**config.mk**
```make
export PLATFORM = sky130hd
export DESIGN_NAME = compressor_hysteresis_controller_flat
export DESIGN_NICKNAME = d
export VERILOG_FILES = /design/src/hw/rtl/chc_pkg.sv /design/src/hw/rtl/chc_stream_if.sv /design/src/hw/rtl/chc_decide.sv /design/src/hw/rtl/compressor_hysteresis_controller.sv /design/src/flat_wrapper.sv
export VERILOG_INCLUDE_DIRS = /design/src /design/src/hw/rtl
export SDC_FILE = /design/constraint.sdc
export NUM_CORES = 1
export LEC_CHECK = 0
export BUFFER_PORTS_ARGS = -buffer_cell sky130_fd_sc_hd__buf_2
export CAP_MARGIN = 25
export CORE_AREA = 4 4 266 164
export CTS_CLUSTER_DIAMETER = 200
export DETAILED_ROUTE_END_ITERATION = 6
export DIE_AREA = 0 0 270 168
export PLACE_DENSITY = 0.72
export SLEW_MARGIN = 20
export SYNTH_ARGS = -nofsm -noshare
export SYNTH_HDL_FRONTEND = slang
export SYNTH_SLANG_ARGS = --single-unit
```
**constraint.sdc**
```tcl
create_clock -name clk_i -period 12.65 [get_ports clk_i]
set_clock_uncertainty 0.2 [all_clocks]
set_input_delay 1.265 -clock clk_i [delete_from_list [all_inputs] [get_ports clk_i]]
set_output_delay 1.265 -clock clk_i [all_outputs]
set_load 0.1 [all_outputs]
```
**src/hw/rtl/compressor_hysteresis_controller_assert.svh**
```systemverilog
// Assertion helpers for the compressor controller.
// Both check on the rising clock edge and stay quiet while reset is active.
`ifndef COMPRESSOR_HYSTERESIS_CONTROLLER_ASSERT_SVH
`define COMPRESSOR_HYSTERESIS_CONTROLLER_ASSERT_SVH

// Consequent must hold in the same cycle as the antecedent
`define CHC_ASSERT_NOW(label, clk, rst_n, ante, cons) \
  label: assert property (@(posedge clk) disable iff (!rst_n) (ante) |-> (cons)) \
    else $error("chc: same-cycle check failed");

// Consequent must hold in the cycle after the antecedent
`define CHC_ASSERT_NEXT(label, clk, rst_n, ante, cons) \
  label: assert property (@(posedge clk) disable iff (!rst_n) (ante) |=> (cons)) \
    else $error("chc: next-cycle check failed");

`endif

```
**src/hw/rtl/chc_pkg.sv**
```systemverilog
package chc_pkg;

  // Field widths
  localparam int unsigned DEW_W   = 14;
  localparam int unsigned BAND_W  = 11;
  localparam int unsigned TIME_W  = 32;
  localparam int unsigned IDX_W   = 3;
  localparam int unsigned WDATA_W = 32;

  // Working widths for the threshold compares
  localparam int unsigned CMP_W = 16;  // dew +/- band
  localparam int unsigned SCL_W = 18;  // 5*dew vs 5*target +/- 7*band

  // Register reset values
  localparam logic signed [DEW_W-1:0] TARGET_RST   = 14'sd1800;
  localparam logic [BAND_W-1:0]       BAND_RST     = 11'd50;
  localparam logic [TIME_W-1:0]       COOLDOWN_RST = 32'd600000;
  localparam logic [TIME_W-1:0]       MIN_REST_RST = 32'd180000;
  localparam logic [TIME_W-1:0]       MAX_RUN_RST  = 32'd3600000;

  typedef enum logic [IDX_W-1:0] {
    REG_TARGET   = 3'd0,
    REG_BAND     = 3'd1,
    REG_COOLDOWN = 3'd2,
    REG_MIN_REST = 3'd3,
    REG_MAX_RUN  = 3'd4
  } cfg_reg_e;

  typedef enum logic [2:0] {
    ACT_NONE   = 3'd0,
    ACT_ON     = 3'd1,
    ACT_OFF    = 3'd2,
    ACT_FS_OFF = 3'd3,
    ACT_FS_ON  = 3'd4
  } action_e;

  typedef struct packed {
    logic [IDX_W-1:0]   reg_index;
    logic [WDATA_W-1:0] wdata;
  } cfg_wr_t;

  typedef struct packed {
    logic signed [DEW_W-1:0] target_dew_point;
    logic [BAND_W-1:0]       hysteresis_band;
    logic [TIME_W-1:0]       cooldown_ms;
    logic [TIME_W-1:0]       min_rest_ms;
    logic [TIME_W-1:0]       max_run_ms;
  } cfg_regs_t;

  typedef struct packed {
    logic signed [DEW_W-1:0] dew_point;
    logic [TIME_W-1:0]       time_ms;
  } in_item_t;

  typedef struct packed {
    action_e action;
    logic    compressor_on;
  } out_item_t;

  typedef struct packed {
    logic              running;
    logic              started;
    logic [TIME_W-1:0] first_time;
    logic [TIME_W-1:0] run_since;
    logic [TIME_W-1:0] rest_since;
  } ctrl_state_t;

endpackage

```
**src/hw/rtl/chc_stream_if.sv**
```systemverilog
// Valid/ready channel with a typed payload
interface chc_stream_if #(
  parameter type T = logic
) ();
  logic valid;
  logic ready;
  T     data;

  modport source (output valid, output data, input ready);
  modport sink (input valid, input data, output ready);
endinterface

```
**src/hw/rtl/chc_decide.sv**
```systemverilog
// Decision logic for one sample: rule priority on, off, failsafe off, failsafe on
module chc_decide (
  input  chc_pkg::cfg_regs_t   cfg_i,
  input  chc_pkg::ctrl_state_t state_i,
  input  chc_pkg::in_item_t    item_i,
  output chc_pkg::ctrl_state_t state_o,
  output chc_pkg::action_e     action_o
);
  import chc_pkg::*;

  logic [TIME_W-1:0]       now;
  logic [TIME_W-1:0]       first_time;
  logic [TIME_W-1:0]       since_first;
  logic [TIME_W-1:0]       since_rest;
  logic [TIME_W-1:0]       since_run;
  logic                    hyst;
  logic signed [CMP_W-1:0] dew;
  logic signed [CMP_W-1:0] tgt;
  logic signed [CMP_W-1:0] band;
  logic signed [SCL_W-1:0] dew5;
  logic signed [SCL_W-1:0] tgt5;
  logic signed [SCL_W-1:0] band7;
  logic                    rule_on;
  logic                    rule_off;
  logic                    rule_fs_off;
  logic                    rule_fs_on;

  assign now = item_i.time_ms;

  // First sample latches its own time stamp as the cooldown origin
  assign first_time  = state_i.started ? state_i.first_time : now;
  assign since_first = now - first_time;
  assign since_rest  = now - state_i.rest_since;
  assign since_run   = now - state_i.run_since;
  assign hyst        = since_first > cfg_i.cooldown_ms;

  // Sign-extended operands; band zero-extended
  assign dew  = CMP_W'(item_i.dew_point);
  assign tgt  = CMP_W'(cfg_i.target_dew_point);
  assign band = signed'({{(CMP_W-BAND_W){1'b0}}, cfg_i.hysteresis_band});

  // Failsafe thresholds scaled by 5, band by 7 (1.4 band exactly)
  assign dew5  = (SCL_W'(dew) <<< 2) + SCL_W'(dew);
  assign tgt5  = (SCL_W'(tgt) <<< 2) + SCL_W'(tgt);
  assign band7 = (SCL_W'(band) <<< 3) - SCL_W'(band);

  assign rule_on = !state_i.running && (dew > tgt + band) &&
                   ((since_rest > cfg_i.min_rest_ms) || !hyst);
  assign rule_off = state_i.running &&
                    ((hyst && (dew < tgt - band)) || (!hyst && (dew < tgt)) ||
                     (since_run > cfg_i.max_run_ms));
  assign rule_fs_off = !state_i.running && (dew5 < tgt5 - band7);
  assign rule_fs_on  = state_i.running && (dew5 > tgt5 + band7);

  // Next state and action
  always_comb begin
    state_o            = state_i;
    state_o.started    = 1'b1;
    state_o.first_time = first_time;
    action_o           = ACT_NONE;
    if (rule_on) begin
      state_o.running   = 1'b1;
      state_o.run_since = now;
      action_o          = ACT_ON;
    end else if (rule_off) begin
      state_o.running    = 1'b0;
      state_o.rest_since = now;
      action_o           = ACT_OFF;
    end else if (rule_fs_off) begin
      state_o.rest_since = now;
      action_o           = ACT_FS_OFF;
    end else if (rule_fs_on) begin
      state_o.run_since = now;
      action_o          = ACT_FS_ON;
    end
  end

endmodule

```
**src/hw/rtl/compressor_hysteresis_controller.sv**
```systemverilog
// Compressor on/off controller with hysteresis and anti-short-cycle timing.
// Takes one dew point sample (hundredths of a degree, signed) with a millisecond
// time stamp per transfer and returns exactly one result per sample: the action
// taken and the compressor state afterwards. One sample can be accepted every
// clock cycle while results are taken as they are offered; a sample goes into
// the input register, then through one pass of decision logic into the result
// register, from which its result is offered. While a result waits to be taken,
// one more sample is accepted into the input register and the input then
// stalls until the result transfers. Configuration writes (target, band,
// cooldown, minimum rest, maximum run) are always accepted and must only be
// issued while no sample is in flight; writes to unused indexes are ignored.
// Time stamp differences wrap modulo 2^32.
`include "compressor_hysteresis_controller_assert.svh"

module compressor_hysteresis_controller (
  input logic          clk_i,
  input logic          rst_ni,
  chc_stream_if.sink   cfg_i,
  chc_stream_if.sink   in_i,
  chc_stream_if.source out_o
);
  import chc_pkg::*;

  cfg_regs_t   cfg_q;
  ctrl_state_t state_q;
  ctrl_state_t state_d;
  action_e     action_d;
  in_item_t    in_q;
  logic        in_valid_q;
  out_item_t   out_q;
  logic        out_valid_q;
  logic        advance;

  // Configuration registers: always ready
  assign cfg_i.ready = 1'b1;

  always_ff @(posedge clk_i or negedge rst_ni) begin
    if (!rst_ni) begin
      cfg_q.target_dew_point <= TARGET_RST;
      cfg_q.hysteresis_band  <= BAND_RST;
      cfg_q.cooldown_ms      <= COOLDOWN_RST;
      cfg_q.min_rest_ms      <= MIN_REST_RST;
      cfg_q.max_run_ms       <= MAX_RUN_RST;
    end else if (cfg_i.valid) begin
      case (cfg_reg_e'(cfg_i.data.reg_index))
        REG_TARGET:   cfg_q.target_dew_point <= signed'(cfg_i.data.wdata[DEW_W-1:0]);
        REG_BAND:     cfg_q.hysteresis_band  <= cfg_i.data.wdata[BAND_W-1:0];
        REG_COOLDOWN: cfg_q.cooldown_ms      <= cfg_i.data.wdata[TIME_W-1:0];
        REG_MIN_REST: cfg_q.min_rest_ms      <= cfg_i.data.wdata[TIME_W-1:0];
        REG_MAX_RUN:  cfg_q.max_run_ms       <= cfg_i.data.wdata[TIME_W-1:0];
        default: ;
      endcase
    end
  end

  // Pipeline control: the decision stage fires when a sample waits and the result slot is free or being taken
  assign advance  = in_valid_q && (!out_valid_q || out_o.ready);
  assign in_i.ready = !in_valid_q || advance;

  always_ff @(posedge clk_i or negedge rst_ni) begin
    if (!rst_ni) begin
      in_valid_q <= 1'b0;
    end else if (in_i.ready) begin
      in_valid_q <= in_i.valid;
    end
  end

  always_ff @(posedge clk_i) begin
    if (in_i.valid && in_i.ready) begin
      in_q <= in_i.data;
    end
  end

  chc_decide u_decide (
    .cfg_i    (cfg_q),
    .state_i  (state_q),
    .item_i   (in_q),
    .state_o  (state_d),
    .action_o (action_d)
  );

  // Controller state advances with each decided sample
  always_ff @(posedge clk_i or negedge rst_ni) begin
    if (!rst_ni) begin
      state_q <= '0;
    end else if (advance) begin
      state_q <= state_d;
    end
  end

  // Result register
  always_ff @(posedge clk_i or negedge rst_ni) begin
    if (!rst_ni) begin
      out_valid_q <= 1'b0;
    end else if (advance) begin
      out_valid_q <= 1'b1;
    end else if (out_o.ready) begin
      out_valid_q <= 1'b0;
    end
  end

  always_ff @(posedge clk_i) begin
    if (advance) begin
      out_q.action        <= action_d;
      out_q.compressor_on <= state_d.running;
    end
  end

  assign out_o.valid = out_valid_q;
  assign out_o.data  = out_q;

  // Checks
  `CHC_ASSERT_NOW(a_result_matches_state, clk_i, rst_ni, out_valid_q, out_q.compressor_on == state_q.running)
  `CHC_ASSERT_NOW(a_turn_on_runs, clk_i, rst_ni, out_valid_q && (out_q.action == ACT_ON), out_q.compressor_on)
  `CHC_ASSERT_NEXT(a_started_sticks, clk_i, rst_ni, state_q.started, state_q.started)
  `CHC_ASSERT_NEXT(a_idle_action_holds_state, clk_i, rst_ni, advance && (action_d == ACT_NONE), state_q.running == $past(state_q.running))

endmodule

```
**src/flat_wrapper.sv**
```systemverilog
// flat-port wrapper written by rule: the top's interface ports become plain ports
module compressor_hysteresis_controller_flat import chc_pkg::*;
  (clk_i, rst_ni, cfg_i_valid, cfg_i_data, cfg_i_ready, in_i_valid, in_i_data, in_i_ready, out_o_valid, out_o_data, out_o_ready);
  chc_stream_if #(.T(cfg_wr_t)) cfg_i_i ();
  chc_stream_if #(.T(in_item_t)) in_i_i ();
  chc_stream_if #(.T(out_item_t)) out_o_i ();
  input logic clk_i;
  input logic rst_ni;
  input wire logic [$bits(cfg_i_i.valid)-1:0] cfg_i_valid;
  input wire logic [$bits(cfg_i_i.data)-1:0] cfg_i_data;
  output wire logic [$bits(cfg_i_i.ready)-1:0] cfg_i_ready;
  input wire logic [$bits(in_i_i.valid)-1:0] in_i_valid;
  input wire logic [$bits(in_i_i.data)-1:0] in_i_data;
  output wire logic [$bits(in_i_i.ready)-1:0] in_i_ready;
  output wire logic [$bits(out_o_i.valid)-1:0] out_o_valid;
  output wire logic [$bits(out_o_i.data)-1:0] out_o_data;
  input wire logic [$bits(out_o_i.ready)-1:0] out_o_ready;
  assign cfg_i_i.valid = cfg_i_valid;
  assign cfg_i_i.data = cfg_i_data;
  assign cfg_i_ready = cfg_i_i.ready;
  assign in_i_i.valid = in_i_valid;
  assign in_i_i.data = in_i_data;
  assign in_i_ready = in_i_i.ready;
  assign out_o_valid = out_o_i.valid;
  assign out_o_data = out_o_i.data;
  assign out_o_i.ready = out_o_ready;
  compressor_hysteresis_controller u_core (.clk_i(clk_i), .rst_ni(rst_ni), .cfg_i(cfg_i_i), .in_i(in_i_i), .out_o(out_o_i));
endmodule
```
==> metrics.csv <==
stage;metric;value;unit
cts;cts_resized;0;
synth;synth_fp_nets;2882;
floorplan;core-area;0.0413;mm2
sta;hold_violations;0;
synth;ys_types;76;
worst_setup_path;criticalPathCategory;reg2reg;
cts;cts_buffer_depth;3;
sta;setup_tns;0;ns
floorplan;rows;58;
floorplan;dieWidth;270;um
synth;yosysWarnings;0;
worst_setup_path;cpMaxStageDelayCell;a2111oi_0;
pwr;p_per_area;290;mW/mm2
synth;synth.cell_area;0.0224;mm2
global_route;gr-usage-all-layers;0.261;
pwr;p_switching;3.28;mW
synth;async_flop_share;0.815;
worst_setup_path;crit_top_cell;o21ai_0;
pwr;cellLeakagePower;11.7;nW
detailed_routing;avgViaCountPerCell;5.93;
run_status;run_status;complete, no violations;
sta;tightest_slew;0.925;ns
synth;ys_top_cells_by_area;dfrtp_1, ha_1, edfxtp_1;
placement;dpl.hpwl;46500;um
worst_setup_path;cp-end-kind;register;
worst_setup_path;cp_data_required_time;12.90;ns
detailed_routing;drc;0;
sta;fmax;0.118;GHz
hold_path;min_path_type;reg2reg;
placement;io_buffers;91;
layout;area_growth;9.74;%
global_route;busiest_layer;met2;
detailed_routing;first_pass_iters;5;
worst_setup_path;cp-start-kind;register;
cts;ctsHoldBuffers;0;
floorplan;initial_core_util;0.542;
pwr;p_sw_frac;0.460;
cts;root_buffer;clkbuf_16;
sta;fin_crit;8.51;ns
cts;clk_pin_slew;0.06;ns
sta;finalCritPeriodShare;0.672;
synth;netlist_instances;2432;
pwr;combPwrFrac;0.674;
cts;clk_latency;0.62;ns
global_route;met2_usage;0.393;
worst_setup_path;crit_family;compound AO/OA/AOI/OAI gates;
pwr;power;7.13;mW
synth;synth_edf_count;50;
detailed_routing;vias;18300;
detailed_routing;wl;60000;um
sta;setup_viol;0;
global_route;antenna_found_initial;3;
floorplan;die_area;0.0454;mm2
worst_setup_path;cp.arrival;8.75;ns
layout;nFillCells;3488;
synth;ys_ff_latch;271;
sta;rsz0062_at_grt;false;
synth;synth_top_area_frac;0.208;
pwr;power_frac_clock;0.140;
synth;synth.most_common_cell;ha_1;
global_route;met1_usage;0.390;
detailed_routing;wire_per_inst;19.5;um
sta;max_slew_margin;0.384;
global_route;grt_max_degree;120;
synth;ys_seq_area_frac;0.316;
pwr;p_seq_frac;0.186;
pwr;vdd_drop_max;154;uV
sta;final_max_slew_viol_count;0;
synth;ys.flop_type;dfrtp_1;
global_route;grt_pass1_wl;95900;um
synth;yosysTopAreaCell;dfrtp_1;
detailed_routing;ant_nets;0;
layout;nets;2963;
synth;avgSynthCellArea;9.20;um2
worst_setup_path;crit_fanout;35;
global_route;grt_pass1_vias;18100;
cts;clkSinkCount;271;
floorplan;ios;93;
worst_setup_path;rrSetupSlack;4.14;ns
worst_setup_path;crit_buf_inv;4;
cts;htree_levels;1;
cts;numCtsBuffers;30;
floorplan;die_y;168;um
worst_setup_path;max_stage_delay;0.73;ns
global_route;met3_usage;0.0365;
placement;place.gp.congestion;0.959;
flow_run;drv_cap;0;
global_route;gr-total-overflow;0;
synth;ys_top_cells_by_count;ha_1, inv_1, o21ai_0;
layout;drive_above_1_share;0.123;
cts;cts_tree;done;
detailed_routing;drt_iter0_drc;1712;
cts;post_cts_buffers;0;
pwr;intPower;3.85;mW
## through the flow
stage	area [um2]	instances	worst slack, ns	hold slack [ns]	utilization
floorplan	22400	2432	6.28	0.250	-
global placement	23400	3018	4.59	0.263	0.566
detailed placement	23400	3019	4.38	0.271	0.566
CTS	24500	3075	4.33	0.285	0.593
global route	24500	3080	3.75	0.302	0.594
finish	24500	3080	4.14	0.284	0.594
## layout by cell type, fill, tap and decap left out, types with 9 or more instances in the layout
cell         n
clkbuf_16   30
xor2_1      48
nand4_1     29
nor2_1     116
fa_1         9
a21o_1      92
edfxtp_1    50
a21oi_1    157
mux2_2      96
a31oi_1     14
nor3_1      36
a211oi_1    10
nand2_1    209
buf_2       91
o21a_1      22
xnor2_1    122
o21bai_1    22
nand2b_1    30
dfrtp_1    185
mux2i_1     33
o41ai_1     11
buf_4       10
and3_1      13
dfstp_2     35
inv_1      255
nor2b_1     29
or3_1       15
nand3_1     29
o21ai_0    211
ha_1       355
## power by group through the flow
| stage | clock network (mW) | registers, mW | logic (mW) |
|---|---|---|---|
| finish | 0.998 | 1.33 | 4.80 |
| global route | 1.06 | 1.35 | 5.41 |
| CTS | 1.02 | 1.32 | 4.75 |
| detailed placement | 0 | 1.34 | 4.71 |
| global placement | 0 | 1.32 | 4.49 |
| floorplan | 0 | 1.32 | 3.62 |
## tightest hold or removal path, delay by kind of cell (launching register included)
family	cells	cell delay, ns
flip-flops	1	0.34
AO/OA/AOI/OAI	1	0.06
AND/OR/NAND/NOR	1	0.05
## state kept, by name, summed over array words and instances, names as in the netlist
register	flops
u_core.out_o.valid	1
u_core.in_valid_q	1
u_core.state_q	98
u_core.in_q	46
u_core.out_o.data	4
u_core.cfg_q	121
## kinds of logic after synthesis
group | after synthesis | synth area share
AOI/OAI and AO/OA | 629 | 0.175
and+or+nand+nor | 552 | 0.116
adders and majority gates | 364 | 0.207
buffers and inverters | 312 | 0.0538
DFF | 271 | 0.316
xor gates and xnor gates | 170 | 0.0666
muxes | 133 | 0.0651
other | 1 | 0.000168
## area by class of cell
type / instances / area [um2] / area share
Antenna cell: 3 / 7.51 / 0.000306
Clock buffer: 36 / 803 / 0.0327
Clock inverter: 20 / 317 / 0.0129
Inverter: 257 / 965 / 0.0393
Multi-Input combinational cell: 1849 / 14100 / 0.575
Sequential cell: 271 / 7080 / 0.288
Tap cell: 540 / 676 / 0.0275
Timing Repair Buffer: 104 / 586 / 0.0239
## layer usage
metal,wire length (um),vias up
met2,25200,566
met5,0,-
met3,3830,103
met1,29300,8794
li1,-,8795
met4,1640,0
## path summary, 6_finish.rpt
check / from / endpoint / depth (start not counted)
worst max-delay path: u_core.state_q[96]$_DFFE_PN0P_ / u_core.state_q[62]$_DFFE_PN0P_ / 26
worst min-delay path: u_core.state_q[94]$_DFFE_PN0P_ / u_core.state_q[94]$_DFFE_PN0P_ / 2
worst max register to register: u_core.state_q[96]$_DFFE_PN0P_ / u_core.state_q[62]$_DFFE_PN0P_ / 26
worst min register to register: u_core.state_q[94]$_DFFE_PN0P_ / u_core.state_q[94]$_DFFE_PN0P_ / 2
max in group asynchronous: rst_ni / u_core.cfg_q[114]$_DFFE_PN0P_ / 3
min in group asynchronous: rst_ni / u_core.state_q[47]$_DFFE_PN0P_ / 1
No activity file was read; power rests on OpenSTA's default activity.
